`config.mk`:
```
export PLATFORM = sky130hd
export DESIGN_NAME = bdm_cfg
export DESIGN_NICKNAME = d
export VERILOG_FILES = /design/src/box_downsample_2x2_merge_assert.svh /design/src/bdm_pkg.sv /design/src/bdm_cfg.sv
export SDC_FILE = /design/constraint.sdc
export NUM_CORES = 1
export LEC_CHECK = 0
export ABC_AREA = 1
export BUFFER_PORTS_ARGS = -buffer_cell sky130_fd_sc_hd__buf_2
export CAP_MARGIN = 0
export CORE_MARGIN = 4
export CORE_UTILIZATION = 42
export DETAILED_ROUTE_END_ITERATION = 12
export PLACE_DENSITY = 0.77
export SLEW_MARGIN = 20
export SYNTH_ARGS = -nofsm -noshare
export SYNTH_HDL_FRONTEND = slang
export SYNTH_SLANG_ARGS = --single-unit
```
`constraint.sdc`:
```
create_clock -name clk -period 2.1 [get_ports clk]
set_input_delay 0.315 -clock clk [delete_from_list [all_inputs] [get_ports clk]]
set_output_delay 0.315 -clock clk [all_outputs]
set_load 0.01 [all_outputs]
```
`src/box_downsample_2x2_merge_assert.svh`:
```
// Assertion macros shared by the downsample block.
`ifndef BOX_DOWNSAMPLE_2X2_MERGE_ASSERT_SVH
`define BOX_DOWNSAMPLE_2X2_MERGE_ASSERT_SVH

// The property must hold in the same cycle as the condition.
`define BDM_ASSERT_NOW(label, clk, rst, cond, prop) \
  label: assert property (@(posedge clk) disable iff (rst) (cond) |-> (prop)) \
    else $error("downsample assertion failed");

// The property must hold in the cycle after the condition.
`define BDM_ASSERT_NEXT(label, clk, rst, cond, prop) \
  label: assert property (@(posedge clk) disable iff (rst) (cond) |=> (prop)) \
    else $error("downsample assertion failed");

`endif

```
`src/bdm_pkg.sv`:
```
`default_nettype none

package bdm_pkg;

  localparam int MaxWidth    = 1024;
  localparam int MaxHeight   = 1024;
  localparam int SampleBits  = 32;
  localparam int LineDepth   = MaxWidth / 2;
  localparam int LineIdxBits = $clog2(LineDepth);
  localparam int DimBits     = 11;
  localparam int CoordBits   = 10;
  localparam int DataBits    = 32;
  localparam int AddrBits    = 4;
  localparam int QuadBits    = 2;

  // Decoded sample, pair sum, block sum.
  localparam int MeanBits = SampleBits + 1;
  localparam int PairBits = SampleBits + 2;
  localparam int SumBits  = SampleBits + 3;

  // Register indexes, taken from paddr[3:2].
  localparam logic [1:0] RegTileWidth     = 2'd0;
  localparam logic [1:0] RegTileHeight    = 2'd1;
  localparam logic [1:0] RegSignedSamples = 2'd2;

  localparam logic [DimBits-1:0] WidthReset  = DimBits'(256);
  localparam logic [DimBits-1:0] HeightReset = DimBits'(256);

  typedef logic [PairBits-1:0] pair_t;

  typedef struct packed {
    logic [DimBits-1:0]     w_eff;
    logic [DimBits-1:0]     h_eff;
    logic                   is_signed;
    logic [LineIdxBits-1:0] inject_pos;
    logic                   restart;
  } cfg_t;

  function automatic logic [DimBits-1:0] clamp_even(input logic [DimBits-1:0] v,
                                                    input logic [DimBits-1:0] hi);
    logic [DimBits-1:0] c;
    c = v;
    if (c < DimBits'(2)) c = DimBits'(2);
    if (c > hi) c = hi;
    return {c[DimBits-1:1], 1'b0};
  endfunction

endpackage

`default_nettype wire

```
`src/bdm_cfg.sv`:
```
`default_nettype none

module bdm_cfg (
  input  wire logic                            clk,
  input  wire logic                            rst,
  input  wire logic                            psel,
  input  wire logic                            penable,
  input  wire logic                            pwrite,
  input  wire logic [bdm_pkg::AddrBits-1:0]    paddr,
  input  wire logic [bdm_pkg::DataBits-1:0]    pwdata,
  output logic      [bdm_pkg::DataBits-1:0]    prdata,
  output logic                                 pready,
  output bdm_pkg::cfg_t                        cfg
);

  logic [bdm_pkg::DimBits-1:0]   tile_width;
  logic [bdm_pkg::DimBits-1:0]   tile_height;
  logic                          signed_samples;
  logic [1:0]                    reg_idx;
  logic                          wr;
  logic [bdm_pkg::DimBits-2:0]   inject_full;

  assign pready  = 1'b1;
  assign reg_idx = paddr[3:2];
  assign wr      = psel && penable && pwrite;

  always_ff @(posedge clk) begin
    if (rst) begin
      tile_width     <= bdm_pkg::WidthReset;
      tile_height    <= bdm_pkg::HeightReset;
      signed_samples <= 1'b0;
    end else if (wr) begin
      unique case (reg_idx)
        bdm_pkg::RegTileWidth:     tile_width     <= pwdata[bdm_pkg::DimBits-1:0];
        bdm_pkg::RegTileHeight:    tile_height    <= pwdata[bdm_pkg::DimBits-1:0];
        bdm_pkg::RegSignedSamples: signed_samples <= pwdata[0];
        default: ;
      endcase
    end
  end

  always_comb begin
    unique case (reg_idx)
      bdm_pkg::RegTileWidth:     prdata = bdm_pkg::DataBits'(tile_width);
      bdm_pkg::RegTileHeight:    prdata = bdm_pkg::DataBits'(tile_height);
      bdm_pkg::RegSignedSamples: prdata = bdm_pkg::DataBits'(signed_samples);
      default:                   prdata = '0;
    endcase
  end

  assign cfg.w_eff = bdm_pkg::clamp_even(tile_width, bdm_pkg::DimBits'(bdm_pkg::MaxWidth));
  assign cfg.h_eff = bdm_pkg::clamp_even(tile_height, bdm_pkg::DimBits'(bdm_pkg::MaxHeight));
  assign cfg.is_signed = signed_samples;

  // Entry cell of the line delay: half a width before the tail.
  assign inject_full    = (bdm_pkg::DimBits-1)'(bdm_pkg::LineDepth)
                          - cfg.w_eff[bdm_pkg::DimBits-1:1];
  assign cfg.inject_pos = inject_full[bdm_pkg::LineIdxBits-1:0];

  // Any write to a known register starts the tile over.
  assign cfg.restart = wr && (reg_idx == bdm_pkg::RegTileWidth
                              || reg_idx == bdm_pkg::RegTileHeight
                              || reg_idx == bdm_pkg::RegSignedSamples);

endmodule

`default_nettype wire

```
==> results.cfg <==
[clocking]
clkSinkCount = 23
numCtsBuffers = 3
cts_tree = done
insertion_delay_ps = 250
clk_pin_slew_worst_paths_ps = 80
clockBufferDepth = 2
h-tree-depth = 1
cts_root_buf = clkbuf_8

[floorplanning]
die_w_um = 69.63
start_util = 0.4357
ios = 107
die-area_um2 = 4848
fp-row-count = 22
die_h_um = 69.63
core_um2 = 3661

[pwr]
ir_drop_uv = 350.4
powerDensity_nw_per_um2 = 447.7
p_leak_nw = 1.122
power_mw = 0.9545

[job]
drv_cap = 0

[placed_design]
gp_congestion = 0.8877
io_buffers = 59
dp.cells = 332
dp_hpwl_mm = 3.134

[finish]
final_nets = 345
post-route-util = 0.5824
area_delta_synth_final_pct = 33.65
mostFrequentLayoutCell = buf_2
layout_common_cells = 58 x buf_2, 24 x conb_1, 21 x inv_1
drive_above_1_share = 0.4603
diodes = 0
final_cells = 350
nFillCells = 362

[synthesis]
synth_fa_ha_area_frac = 0.007843
ys_seq_area_frac = 0.2886
ys_seq_elements = 23
synth_top_family_by_area = buffers and inverters
async_flop_share = 0
synth_ff_type = dfxtp_1
synthCells = 231
synth_compound_area_frac = 0.2094
yosys_warnings = 0
synth_xor_area_frac = 0.02118
synthDistinctLibCells = 33
synth.avg_cell_area_um2 = 6.906
synth-simple-area-share = 0.2290
synth_mux_area_frac = 0
synth_area_um2 = 1595
synth-edff-count = 0

[critical_path]
crit_type = reg -> out
cp_common_cell = nor2_4
cp_data_arrival_time_ps = 1880
endpoint_kind = output pin
crit_required_ps = 1780
path_cells = nor2_4 > nand2_2 > nor2_4 > nand2_4 > nand2_8 > inv_8 > nor2_4 > inv_2 > ha_4 > inv_2 > nor2_4 > nand2_2 > nor2_1 > nand2_1 > nand2_1 > buf_2
slowest_delay_ps = 360
cpMaxStageDelayCell = dfxtp_4
crit_family = simple AND/OR/NAND/NOR gates
critPathMaxFanout = 3
cp_num_buf_inv = 4
startpoint_type = flop

[timing]
worst_pin_slew_ps = 639.3
slew_headroom = 0.5718
finalMaxSlewViolations = 0
fin_ws_ps = -91.40
setup_viol = 6
post-route-period-util = 1.044
skew_ps = 0
finalCriticalPeriod_ps = 2191
rsz0062_at_grt = yes
holdWs_ps = 304.1
final_hold_viol_count = 0
max_freq_mhz = 456.3

[routing]
dr_total_vias = 1623
firstDrtPassIters = 4
wire_per_inst_um = 11.81
drcViolationCount = 0
drtIter0Drc = 48
via_per_inst = 4.637
final_antenna_net_count = 0
detail_route.wirelength_mm = 4.132

[grt]
grt_overflow_total = 0
antenna_found_initial = 0
grt_max_degree = 24
grt_pass1_vias = 1525
grt_pass1_wl_mm = 6.423
grt.total_usage = 0.1558

[status]
violations = setup timing
status = finished with violations

[worst_hold_path]
min_path_type = in -> reg
final timing paths:
| path | startpoint | endpoint | slack, ps | depth (start not counted) |
|---|---|---|---|---|
| min reg2reg | tile_width[0]$_SDFFE_PP0P_ | tile_width[0]$_SDFFE_PP0P_ | 480 | 2 |
| max reg2reg | tile_width[10]$_SDFFE_PP0P_ | tile_width[10]$_SDFFE_PP0P_ | 1150 | 3 |
| min | pwdata[8] | tile_width[8]$_SDFFE_PP1P_ | 300 | 3 |
| max | tile_width[3]$_SDFFE_PP0P_ | cfg[9] | -90 | 16 |
per-layer routing:
layer,GRT usage,up-vias,wire length [um]
met1,0.1821,712,1669
li1,-,832,-
met2,0.2839,65,2065
met3,0.02754,14,273
met5,0,-,0
met4,0.05319,0,123
sequential cells by signal, summed over array words and instances (netlist names):
| register | flops |
|---|---|
| signed_samples | 1 |
| tile_height | 11 |
| tile_width | 11 |
cells in the mapped netlist, types with 2 or more instances:
cell       n  share of area
buf_4     26           0.12
inv_1     24          0.056
dfxtp_1   23           0.29
nor2_1    22          0.052
a21oi_1   20          0.063
nand2_1   19          0.045
o21ai_0   14          0.044
inv_2     11          0.026
o21ai_1    9          0.028
o22ai_1    9          0.035
nand3_1    7          0.022
clkbuf_1   6          0.014
nand2_2    5          0.020
nor2_4     5          0.035
buf_2      4          0.013
nor3_1     3         0.0094
conb_1     2         0.0047
nand2_4    2          0.014
nand4_1    2         0.0078
nor2_2     2         0.0078
o211ai_1   2         0.0094
o21ai_2    2          0.011
xor2_1     2          0.011
where the power goes:
group          internal (mW)  switching, mW  total (mW)  leakage, nW
Sequential             0.445        0.00683       0.452        0.189
Combinational         0.0909          0.144       0.235        0.907
Clock                  0.132          0.136       0.268       0.0255
through the flow:
stage	cell area, um^2	TNS, ps	worst slack (ps)
after floorplan	1678	0	76.57
after global placement	1856	0	92.48
after detailed placement	1856	0	45.58
after CTS	2003	-240.5	-95.35
after global routing	2132	-1033	-193.4
final	2132	-365.9	-91.40
what timing repair did:
item | CTS | global route
resized for setup | 12 | 26
pin swaps | 9 | 15
buffers inserted | 9 | 5
cloned | 0 | 0
hold buffers | 0 | 0
setup endpoints to repair | 4 | 8
cell type report:
cell class | count | area [um^2] | area share
Clock buffer | 3 | 41.29 | 0.01937
Clock inverter | 1 | 5.005 | 0.002347
Inverter | 37 | 146.4 | 0.06866
Multi-Input combinational cell | 157 | 928.4 | 0.4354
Sequential cell | 23 | 473.0 | 0.2218
Tap cell | 48 | 60.06 | 0.02817
Timing Repair Buffer | 81 | 478.0 | 0.2242
cells by family after synthesis:
| kind of cell | count (synthesis) |
|---|---|
| simple gates | 69 |
| compound gates | 60 |
| xor+xnor | 3 |
| buf+inv | 73 |
| other cells | 2 |
| flops | 23 |
| fa+ha+maj | 1 |
worst register-to-register path: cells and delay by family (launching register included):
| family | cells | cell delay (ps) |
|---|---|---|
| buffers and inverters | 2 | 270 |
| AO/OA/AOI/OAI | 1 | 110 |
| flip-flops | 1 | 520 |
No activity file was read; power rests on OpenSTA's default activity.
